[config.mk]
export PLATFORM = sky130hd
export DESIGN_NAME = type_length_packet_receiver_fifo_core
export DESIGN_NICKNAME = d
export VERILOG_FILES = /design/src/sv/tlr_pkg.sv /design/src/sv/tlr_ram.sv /design/src/sv/type_length_packet_receiver_fifo_core.sv
export SDC_FILE = /design/constraint.sdc
export NUM_CORES = 2
export LEC_CHECK = 0
export ABC_AREA = 1
export BUFFER_PORTS_ARGS = -buffer_cell sky130_fd_sc_hd__buf_4
export CORE_UTILIZATION = 53
export DETAILED_ROUTE_END_ITERATION = 6
export MAX_ROUTING_LAYER = met4
export PLACE_DENSITY = 0.76
export SYNTH_ARGS = -nofsm -noshare
export SYNTH_HDL_FRONTEND = slang
export SYNTH_SLANG_ARGS = --single-unit
[constraint.sdc]
create_clock -name clk -period 3.9 [get_ports clk]
set_input_delay 0.585 -clock clk [delete_from_list [all_inputs] [get_ports clk]]
set_output_delay 0.585 -clock clk [all_outputs]
set_load 0.05 [all_outputs]
[src/sv/tlr_pkg.sv]
`timescale 1ns / 1ps

package tlr_pkg;

  // Longest payload a header can announce (low nibble)
  localparam int MAX_PAYLOAD = 15;

  // Configuration register indexes
  localparam int CFG_INDEX_W = 2;
  localparam logic [CFG_INDEX_W-1:0] CFG_DATA_TIMEOUT = 2'd0;
  localparam logic [CFG_INDEX_W-1:0] CFG_IDLE_TIMEOUT = 2'd1;

  localparam logic [15:0] DATA_TIMEOUT_RESET = 16'd100;
  localparam logic [15:0] IDLE_TIMEOUT_RESET = 16'd500;

  // Request operation codes
  typedef enum logic [2:0] {
    OP_BYTE  = 3'd0,
    OP_TICK  = 3'd1,
    OP_POP   = 3'd2,
    OP_ARM   = 3'd3,
    OP_CLEAR = 3'd4
  } op_t;

  // Deframer mode
  typedef enum logic [1:0] {
    MODE_HEADER = 2'd0,
    MODE_DATA   = 2'd1,
    MODE_IDLE   = 2'd2
  } mode_t;

  // Request sequencing: take requests, or stream out a popped packet
  typedef enum logic {
    ST_ACCEPT = 1'b0,
    ST_POP    = 1'b1
  } ctl_state_t;

endpackage

[src/sv/tlr_ram.sv]
`timescale 1ns / 1ps

// Simple dual-port RAM, one write and one registered read per cycle.
// The read register only updates when rd_en is high.
module tlr_ram #(
  parameter int WIDTH = 8,
  parameter int DEPTH = 16
) (
  input  logic                     clk,
  input  logic                     wr_en,
  input  logic [$clog2(DEPTH)-1:0] wr_addr,
  input  logic [WIDTH-1:0]         wr_data,
  input  logic                     rd_en,
  input  logic [$clog2(DEPTH)-1:0] rd_addr,
  output logic [WIDTH-1:0]         rd_data
);

  logic [WIDTH-1:0] mem [DEPTH];

  always_ff @(posedge clk) begin
    if (wr_en) begin
      mem[wr_addr] <= wr_data;
    end
  end

  always_ff @(posedge clk) begin
    if (rd_en) begin
      rd_data <= mem[rd_addr];
    end
  end

endmodule

[src/sv/type_length_packet_receiver_fifo_core.sv]
// Type/length packet deframer with a packet queue. Requests arrive on the
// input channel (op, rx_byte): a received byte, a millisecond tick, a pop, an
// arm of the deframer or a clear of the queue. A header byte carries the type
// in its high nibble and the payload length in its low nibble; that many
// payload bytes follow and the finished packet is queued (up to QUEUE_DEPTH
// packets; a full queue drops it and sets the sticky overload flag). Every
// request gives one result, except a pop of a packet with L > 0 payload bytes,
// which gives L results, one per byte. A new request is taken every cycle
// while the result register is free and no pop is streaming. A pop of a
// non-empty queue holds off further requests until its packet is out: its
// request reads the header and first byte, then one payload byte per cycle
// leaves the single read port of the payload RAM unless the output stalls.
// Payload bytes are written straight into the queue slot at the tail; the
// one spare slot means a packet being received never overwrites a queued one.
// No clearing pass is needed after reset. The user must write timeouts on
// the configuration channel (index 0 data timeout, index 1 idle timeout)
// only while the block is idle, which it does not enforce; cfg_ready is always high.
`timescale 1ns / 1ps

module type_length_packet_receiver_fifo_core #(
  parameter int QUEUE_DEPTH = 8
) (
  input  logic                          clk,
  input  logic                          rst,
  // request channel
  input  logic                          in_valid,
  output logic                          in_ready,
  input  logic [2:0]                    op,
  input  logic [7:0]                    rx_byte,
  // configuration channel
  input  logic                          cfg_valid,
  output logic                          cfg_ready,
  input  logic [tlr_pkg::CFG_INDEX_W-1:0] cfg_index,
  input  logic [15:0]                   cfg_data,
  // result channel
  output logic                          out_valid,
  input  logic                          out_ready,
  output logic [3:0]                    packet_type,
  output logic [3:0]                    pkt_len,
  output logic [7:0]                    data_byte,
  output logic [3:0]                    byte_index,
  output logic                          last,
  output logic                          popped_valid,
  output logic                          pkt_available,
  output logic                          overload,
  output logic                          timeout_fired,
  output logic                          dropped
);

  import tlr_pkg::*;

  // One spare slot holds the packet being received
  localparam int SLOTS  = QUEUE_DEPTH + 1;
  localparam int SW     = $clog2(SLOTS);
  localparam int PDEPTH = SLOTS * MAX_PAYLOAD;
  localparam int PAW    = $clog2(PDEPTH);

  // Configuration
  logic [15:0] data_timeout;
  logic [15:0] idle_timeout;

  // Deframer and timer state
  mode_t       mode, mode_next;
  logic [3:0]  rx_type, rx_type_next;
  logic [3:0]  rx_length, rx_length_next;
  logic [3:0]  rx_count, rx_count_next;
  logic [3:0]  rx_count_inc;
  logic [15:0] timer_count, timer_count_next;
  logic        timer_on, timer_on_next;

  // Queue state
  logic [SW-1:0] head, head_next;
  logic [SW-1:0] tail, tail_next;
  logic [SW-1:0] qcount, qcount_next;
  logic          overload_flag, overload_flag_next;

  // Request handling
  ctl_state_t ctl, ctl_next;
  op_t        op_in;
  logic       out_free;
  logic       in_acc;
  logic       pop_start;
  logic       enq;
  logic [7:0] enq_hdr;
  logic       fired;
  logic       drop;
  logic       hdr_we;
  logic       pay_we;

  // Pop streaming
  logic [7:0]     hdr_rd;
  logic [7:0]     pay_rd;
  logic           pay_re;
  logic [PAW-1:0] pay_raddr;
  logic [PAW-1:0] pay_waddr;
  logic [PAW-1:0] pop_base;
  logic [3:0]     pop_k;
  logic           pop_avail;
  logic           pop_last;
  logic           load_gen;
  logic           load_pop;

  assign cfg_ready = 1'b1;
  assign op_in     = op_t'(op);
  assign out_free  = !out_valid || out_ready;
  assign in_ready  = (ctl == ST_ACCEPT) && out_free;
  assign in_acc    = in_valid && in_ready;
  assign pop_start = in_acc && (op_in == OP_POP) && (qcount != '0);
  assign load_gen  = in_acc && !pop_start;
  assign load_pop  = (ctl == ST_POP) && out_free;

  assign rx_count_inc = rx_count + 4'd1;

  // Configuration writes
  always_ff @(posedge clk) begin
    if (rst) begin
      data_timeout <= DATA_TIMEOUT_RESET;
      idle_timeout <= IDLE_TIMEOUT_RESET;
    end else if (cfg_valid && cfg_ready) begin
      case (cfg_index)
        CFG_DATA_TIMEOUT: data_timeout <= cfg_data;
        CFG_IDLE_TIMEOUT: idle_timeout <= cfg_data;
        default: ;
      endcase
    end
  end

  // Request processing: deframer, timer and queue pointers
  always_comb begin
    mode_next          = mode;
    rx_type_next       = rx_type;
    rx_length_next     = rx_length;
    rx_count_next      = rx_count;
    timer_count_next   = timer_count;
    timer_on_next      = timer_on;
    head_next          = head;
    tail_next          = tail;
    qcount_next        = qcount;
    overload_flag_next = overload_flag;
    enq                = 1'b0;
    enq_hdr            = 8'h00;
    fired              = 1'b0;
    drop               = 1'b0;
    hdr_we             = 1'b0;
    pay_we             = 1'b0;
    if (in_acc) begin
      case (op_in)
        OP_BYTE: begin
          case (mode)
            MODE_HEADER: begin
              if (rx_byte[3:0] != 4'd0) begin
                rx_type_next     = rx_byte[7:4];
                rx_length_next   = rx_byte[3:0];
                rx_count_next    = 4'd0;
                mode_next        = MODE_DATA;
                timer_count_next = data_timeout;
                timer_on_next    = 1'b1;
              end else begin
                // zero-length packet is complete at once
                enq              = 1'b1;
                enq_hdr          = {rx_byte[7:4], 4'd0};
                rx_type_next     = 4'd0;
                rx_length_next   = 4'd0;
                rx_count_next    = 4'd0;
                timer_count_next = idle_timeout;
                timer_on_next    = 1'b1;
              end
            end
            MODE_DATA: begin
              pay_we = 1'b1;
              if (rx_count_inc >= rx_length) begin
                enq              = 1'b1;
                enq_hdr          = {rx_type, rx_length};
                mode_next        = MODE_HEADER;
                rx_type_next     = 4'd0;
                rx_length_next   = 4'd0;
                rx_count_next    = 4'd0;
                timer_count_next = idle_timeout;
              end else begin
                rx_count_next    = rx_count_inc;
                timer_count_next = data_timeout;
              end
              timer_on_next = 1'b1;
            end
            default: ;
          endcase
        end
        OP_TICK: begin
          if (timer_on) begin
            if (timer_count <= 16'd1) begin
              // expiry: drop the partial packet, wait for a header
              timer_count_next = 16'd0;
              timer_on_next    = 1'b0;
              fired            = 1'b1;
              mode_next        = MODE_HEADER;
              rx_type_next     = 4'd0;
              rx_length_next   = 4'd0;
              rx_count_next    = 4'd0;
            end else begin
              timer_count_next = timer_count - 16'd1;
            end
          end
        end
        OP_POP: begin
          if (qcount != '0) begin
            qcount_next        = qcount - SW'(1);
            overload_flag_next = 1'b0;
            head_next          = (head == SW'(QUEUE_DEPTH)) ? '0 : head + SW'(1);
          end
        end
        OP_ARM: begin
          mode_next      = MODE_HEADER;
          rx_type_next   = 4'd0;
          rx_length_next = 4'd0;
          rx_count_next  = 4'd0;
        end
        OP_CLEAR: begin
          // keep the tail so a packet in reception stays in its slot
          head_next          = tail;
          qcount_next        = '0;
          overload_flag_next = 1'b0;
        end
        default: ;
      endcase
    end

    // Append a finished packet, or drop it when the queue is full
    if (enq) begin
      if (qcount >= SW'(QUEUE_DEPTH)) begin
        overload_flag_next = 1'b1;
        drop               = 1'b1;
      end else begin
        hdr_we      = 1'b1;
        qcount_next = qcount + SW'(1);
        tail_next   = (tail == SW'(QUEUE_DEPTH)) ? '0 : tail + SW'(1);
      end
    end
  end

  always_ff @(posedge clk) begin
    if (rst) begin
      mode          <= MODE_IDLE;
      rx_type       <= 4'd0;
      rx_length     <= 4'd0;
      rx_count      <= 4'd0;
      timer_count   <= 16'd0;
      timer_on      <= 1'b0;
      head          <= '0;
      tail          <= '0;
      qcount        <= '0;
      overload_flag <= 1'b0;
    end else begin
      mode          <= mode_next;
      rx_type       <= rx_type_next;
      rx_length     <= rx_length_next;
      rx_count      <= rx_count_next;
      timer_count   <= timer_count_next;
      timer_on      <= timer_on_next;
      head          <= head_next;
      tail          <= tail_next;
      qcount        <= qcount_next;
      overload_flag <= overload_flag_next;
    end
  end

  // Queue memories
  assign pay_waddr = PAW'(tail) * PAW'(MAX_PAYLOAD) + PAW'(rx_count);
  assign pay_re    = pop_start || (load_pop && !pop_last);
  assign pay_raddr = pop_start ? PAW'(head) * PAW'(MAX_PAYLOAD)
                               : pop_base + PAW'(pop_k) + PAW'(1);

  tlr_ram #(
    .WIDTH (8),
    .DEPTH (SLOTS)
  ) u_hdr_ram (
    .clk     (clk),
    .wr_en   (hdr_we),
    .wr_addr (tail),
    .wr_data (enq_hdr),
    .rd_en   (pop_start),
    .rd_addr (head),
    .rd_data (hdr_rd)
  );

  tlr_ram #(
    .WIDTH (8),
    .DEPTH (PDEPTH)
  ) u_pay_ram (
    .clk     (clk),
    .wr_en   (pay_we),
    .wr_addr (pay_waddr),
    .wr_data (rx_byte),
    .rd_en   (pay_re),
    .rd_addr (pay_raddr),
    .rd_data (pay_rd)
  );

  // Pop bookkeeping
  assign pop_last = (hdr_rd[3:0] == 4'd0) || (pop_k == hdr_rd[3:0] - 4'd1);

  always_ff @(posedge clk) begin
    if (pop_start) begin
      pop_base  <= PAW'(head) * PAW'(MAX_PAYLOAD);
      pop_k     <= 4'd0;
      pop_avail <= (qcount_next != '0);
    end else if (load_pop) begin
      pop_k <= pop_k + 4'd1;
    end
  end

  // Sequencer next state
  always_comb begin
    ctl_next = ctl;
    case (ctl)
      ST_ACCEPT: if (pop_start) ctl_next = ST_POP;
      ST_POP:    if (load_pop && pop_last) ctl_next = ST_ACCEPT;
      default:   ctl_next = ST_ACCEPT;
    endcase
  end

  always_ff @(posedge clk) begin
    if (rst) begin
      ctl <= ST_ACCEPT;
    end else begin
      ctl <= ctl_next;
    end
  end

  // Result register
  always_ff @(posedge clk) begin
    if (rst) begin
      out_valid <= 1'b0;
    end else if (load_gen || load_pop) begin
      out_valid <= 1'b1;
    end else if (out_ready) begin
      out_valid <= 1'b0;
    end
  end

  always_ff @(posedge clk) begin
    if (load_pop) begin
      packet_type   <= hdr_rd[7:4];
      pkt_len       <= hdr_rd[3:0];
      data_byte     <= (hdr_rd[3:0] == 4'd0) ? 8'd0 : pay_rd;
      byte_index    <= (hdr_rd[3:0] == 4'd0) ? 4'd0 : pop_k;
      last          <= pop_last;
      popped_valid  <= 1'b1;
      pkt_available <= pop_avail;
      overload      <= 1'b0;
      timeout_fired <= 1'b0;
      dropped       <= 1'b0;
    end else if (load_gen) begin
      packet_type   <= 4'd0;
      pkt_len       <= 4'd0;
      data_byte     <= 8'd0;
      byte_index    <= 4'd0;
      last          <= 1'b1;
      popped_valid  <= 1'b0;
      pkt_available <= (qcount_next != '0);
      overload      <= overload_flag_next;
      timeout_fired <= fired;
      dropped       <= drop;
    end
  end

endmodule
; Word level (Yosys, flattened, before mapping)
; Memories as Yosys holds them, arrays and structs flattened. A register that Yosys moved wholly into a read port is not among the register bits.
; Index checks and enable logic that the tools add are counted.
[op_classes]
addsub = 11
n_mul = 2
magnitude_cmp = 3
n_eq_ne = 16
mux = 85
n_bitwise = 2
reduce_logical = 37
[op_table]
columns = op, n
row1 = $mux W4, 18
row2 = $mux W16, 4
row3 = $mux W8, 8
row4 = $pmux W16 S2, 2
row5 = $pmux W4 S2, 5
row6 = $pmux W4 S3, 3
row7 = $mux W1, 34
row8 = $add A4 B1 Y4 const B, 5
row9 = $add A8 B4 Y8, 2
row10 = $le A16 B1 Y1 const B, 1
row11 = $mul A4 B4 Y8 const B, 2
row12 = $pmux W8 S2, 1
row13 = $sub A16 B1 Y16 const B, 1
row14 = $reduce_bool A4 Y1, 3
row15 = $add A8 B1 Y8 const B, 1
row16 = $eq A4 B4 Y1 const B, 2
row17 = $logic_and A1 B1 Y1, 8
row18 = $mux W2, 4
row19 = $pmux W1 S2, 4
row20 = $reduce_bool A2 Y1, 4
row21 = $sub A4 B1 Y4 const B, 2
row22 = $reduce_and A7 Y1, 1
row23 = $eq A3 B2 Y1 const B, 2
row24 = $ne A2 B2 Y1 const B, 3
row25 = other kinds (24), 36
[word_totals]
register_bits = 117
ramBits = 1152
input_bits = 34
elab_cells = 185
n_memories = 2
[mem_list]
columns = name, words, word_bits, rd, rd_ports_with_merged_regs, wr, line_no
row1 = u_pay_ram.mem, 135, 8, 1, 1, 1, tlr_ram.sv:18  ; logic [WIDTH-1:0] mem [DEPTH];
row2 = u_hdr_ram.mem, 9, 8, 1, 1, 1, tlr_ram.sv:18

; Longest topological paths before layout
[depth]
word_depth = 10
ltp_mapped = 20
mapped_depth_nobuf = 18

; Modules after synthesis
; A second synthesis with hierarchy kept.
[hier_totals]
hier_cells = 4921
area_unflattened_um2 = 54586.1
[modules_own_cells]
columns = mod, n_inst, cells_per_inst, area_per_inst_um2
row1 = tlr_ram at u_pay_ram, 1, 3727, 44280.0
row2 = type_length_packet_receiver_fifo_core, 1, 886, 6924.1
row3 = tlr_ram at u_hdr_ram, 1, 308, 3382.0

; Least setup slack after synthesis
; No wires, ideal clock.
[synth_timing]
path_type = reg-to-reg
startpoint = reg tail[2]
endpoint = mem u_pay_ram.mem[22][0] (enable)
setup_ps = 370
arrival_ps = 3888
required_ps = 3530
path_slack_ps = -358
path_stages_with_launch = 19
n_path_buf = 1
synth_period_minus_slack_ps = 4258
cell_sequence = dfxtp_1 -> fa_1 -> inv_1 -> fa_1 -> fa_1 -> inv_1 -> ha_1 -> a21oi_1 -> and2_1 -> inv_1 -> a21oi_1 -> o21bai_1 -> xor2_1 -> inv_1 -> nand2_1 -> inv_1 -> nand2_1 -> clkbuf_1 -> nor2_1
[synth_via]
elab_chain_cells = 2
[synth_rtl]
columns = element, line_no
row1 = start: declaration, type_length_packet_receiver_fifo_core.sv:73  ; logic [SW-1:0] tail, tail_next;
row2 = start signal: assignment, type_length_packet_receiver_fifo_core.sv:260  ; tail <= tail_next;
row3 = $mul A4 B4 Y8, type_length_packet_receiver_fifo_core.sv:267  ; assign pay_waddr = PAW'(tail) * PAW'(MAX_PAYLOAD) + PAW'(rx_count);
row4 = $add A8 B4 Y8, type_length_packet_receiver_fifo_core.sv:267
row5 = end: declaration, tlr_ram.sv:18
; No other way between the ends.

; Worst setup path in the final report
[layout_timing]
startpoint = reg tail[0]
endpoint = mem u_pay_ram.mem[103][0] (enable)
; The elaborated chain is that of the path after synthesis.

==> flow_summary.json <==
{
  "status": "finished, violations left",
  "violations": "negative setup slack",
  "grt_pass1_wl_um": 226400,
  "max_slew_margin_pct": 25.77,
  "synth_nets": 5662,
  "cpLargestDelayFamily": "adder cells",
  "portBuffers": 61,
  "hold_end": "idle_timeout[8]$_SDFFE_PP1P_",
  "final_antenna_net_count": 0,
  "fp.dieH_um": 329.6,
  "synthCells": 5563,
  "h-tree-depth": 4,
  "power_density_nw_per_um2": 535.3,
  "synth_area_leaders": "edfxtp_1 (63%), nand2_1 (9.5%), nand3_1 (8.3%)",
  "cts_tree": "done",
  "drt_wl_total_um": 150400,
  "syn-cell-area_um2": 56900,
  "worstPathRequired_ns": 4.33,
  "synth_edf_count": 1199,
  "yosys.area.top_type_share_pct": 63.28,
  "clock_latency_ns": 0.74,
  "yosys_warnings": 0,
  "start_util_pct": 53.74,
  "rsz0062_at_grt": "yes",
  "yosysSeqAreaShare_pct": 66.31,
  "antenna_found_initial": 2,
  "die_width_um": 329.6,
  "dp_slack_ns": -0.4794,
  "ys_ff_latch": 1285,
  "drc": 0,
  "ir_drop_mv": 0.3790,
  "criticalPathCategory": "flop to flop",
  "cp_num_buf_inv": 6,
  "grt_max_degree": 137,
  "critical_path.slowest_cell": "fa_1",
  "maxCapViolations": 0,
  "num-nets-final": 5843,
  "core_um2": 105900,
  "avgSynthCellArea_um2": 10.23,
  "cp_max_fo": 8,
  "min_path_cells": 3,
  "drv_slew": 0,
  "synth_most_common_cell": "nand2_1",
  "period_minus_slack_ns": 4.058,
  "regToRegStartpoint": "tail[0]$_SDFFE_PP0P_",
  "synth.largest_area_cell": "edfxtp_1",
  "fin_cells": 7242,
  "synth_common_cells": "nand2_1 (1,443), edfxtp_1 (1,199), nand3_1 (939)",
  "design_area_um2": 65890,
  "track_usage_pct": 28.64,
  "first_iter_violations": 5634,
  "p_leak_nw": 27.09,
  "cts_buffers": 133,
  "cts-root-buf": "clkbuf_16",
  "io_pins": 63,
  "crit_chain": "fa_1, inv_2, fa_1, fa_1, inv_2, ha_4, nand3_1, nand2_1, a21oi_1, nor2_1, nor2_1, xor2_1, buf_4, nand2_1, inv_2, nand2_2, buf_12, nor2_1, buf_4",
  "routedWlPerCell_um": 20.76,
  "final-setup-viol-count": 1056,
  "skew_ns": 0.02267,
  "synthDistinctLibCells": 48,
  "ys_async_sr_fraction_pct": 0,
  "fmax_mhz": 246.4,
  "dieArea_um2": 108700,
  "dpl_cell_area_um2": 61130,
  "whs_ns": 0.05880,
  "via_count": 40690,
  "vias_per_cell": 5.619,
  "clkSinkCount": 1285,
  "synthFlopType": "edfxtp_1",
  "crit_arrival_ns": 4.49,
  "crit_cells": 19,
  "hpwl_um": 93670,
  "rows": 119,
  "grt_pass1_vias": 39200,
  "path_clk_slew_ns": 0.06,
  "place_inst": 6993,
  "rrSetupSlack_ns": -0.16,
  "firstDrtPassIters": 6,
  "r2r_cells": 19,
  "setup_slack_ns": -0.1579,
  "cp_slowest_stage_delay_ns": 0.55,
  "layout-drive-gt1-share_pct": 11.91,
  "gp_congestion": 0.9709,
  "crit_path_start_kind": "flop",
  "gr-total-overflow": 0,
  "syn2layout_area_growth_pct": 15.81,
  "final-hold-violation-count": 0,
  "clockBufferDepth": 3,
  "r2r-end": "u_pay_ram.mem[103][0]$_DFFE_PP_",
  "cp-end-kind": "flop",
  "worst_pin_slew_ns": 1.113,
  "diodes": 0,
  "holdCritStartpoint": "cfg_data[8]",
  "timing.final.crit_share_pct": 104.0,
  "hold_path_class": "input port to flop",
  "ctsHoldBuffers": 0
}
[registers in the layout, summed over array words and instances, names as in the netlist, 8 cells and up]
register           count
data_byte              8
u_pay_ram.mem       1080
idle_timeout          16
u_hdr_ram.mem         72
u_hdr_ram.rd_data      8
u_pay_ram.rd_data      8
timer_count           16
pop_base               8
data_timeout          16
[logic make-up after synthesis]
logic type | after synthesis | share of synthesized area [%]
buf+inv | 1138 | 8.108
xor+xnor | 33 | 0.5080
compound gates | 323 | 3.235
flops | 1285 | 66.31
fa+ha+maj | 65 | 1.601
simple gates | 2718 | 20.23
other cells | 1 | 0.006591
[what timing repair did]
action,4_1_cts,5_1_grt
buffers inserted,7,0
resized for setup,70,14
endpoints found under the setup margin,1080,1088
pin swaps,12,0
[metal layers]
layer	GRT usage, %	share of wire [%]	up-vias
li1	-	-	18790
met1	36.82	38	19200
met2	44.94	47	2276
met3	4.630	10	425
met4	12.93	4.7	0
met5	-	0	-
[layout by cell type, fill, tap and decap left out, types with 10 or more instances in the layout]
cell       netlist  layout
inv_1          851     846
xnor2_1         10      10
clkbuf_1        82      21
nor3_1          20      19
a21oi_1         70      67
fa_1            13      13
o211ai_1        21      21
ha_1            52      51
nor2_2           0      19
nor2_1         295     173
o21ai_0        152     152
o22ai_1         14      14
dfxtp_1         86      83
nand3_1        939     939
clkinv_1         2      21
o21ai_1         13      11
a31oi_1         13      13
nand2_1       1443    1434
o221ai_1        14      14
buf_4           11     246
clkinv_2         0      27
bufinv_16        0      13
edfxtp_1      1199    1199
clkbuf_16        0     137
xor2_1          23      20
buf_12           0      64
nor2_4           2     105
buf_6           12      14
[worst register-to-register path, stage by stage, from the launching register on]
cell	delay (ns)
dfxtp_2	0.33
fa_1	0.55
inv_2	0.05
fa_1	0.45
fa_1	0.51
inv_2	0.05
ha_4	0.23
nand3_1	0.07
nand2_1	0.08
a21oi_1	0.14
nor2_1	0.05
nor2_1	0.11
xor2_1	0.21
buf_4	0.15
nand2_1	0.06
inv_2	0.11
nand2_2	0.12
buf_12	0.18
nor2_1	0.12
buf_4	0.20
[cell type report]
class	count	area, µm²
clock buffer	164	3557
fill	7972	39970
sequential	1285	37730
timing repair buffer	325	3301
inverter	859	3229
clock inverter	78	785.8
multi-input combinational	3140	15550
tap	1391	1740
[metrics by stage]
step | power [mW] | util, % | setup TNS, ns
after floorplan | 20.17 | - | -26.53
after global placement | 22.62 | 57.75 | -206.65
after detailed placement | 22.70 | 57.75 | -181.84
after CTS | 35.23 | 62.19 | -62.40
after global routing | 36.49 | 62.24 | -272.17
final | 35.27 | 62.24 | -82.36
[report_power, final]
group	internal, mW	switching [mW]
clock	7.38	5.26
sequential	15.1	0.0332
combinational	2.18	5.31
[how the worst max path moves through the flow]
stage	start	to
final	tail[0]$_SDFFE_PP0P_	u_pay_ram.mem[103][0]$_DFFE_PP_
after global routing	tail[0]$_SDFFE_PP0P_	u_pay_ram.mem[133][2]$_DFFE_PP_
after CTS	tail[0]$_SDFFE_PP0P_	u_pay_ram.mem[57][4]$_DFFE_PP_
after detailed placement	tail[0]$_SDFFE_PP0P_	u_pay_ram.mem[56][5]$_DFFE_PP_
after global placement	tail[0]$_SDFFE_PP0P_	u_pay_ram.mem[56][5]$_DFFE_PP_
after floorplan	tail[0]$_SDFFE_PP0P_	u_pay_ram.mem[46][0]$_DFFE_PP_
(Power assumes the default switching activity.)
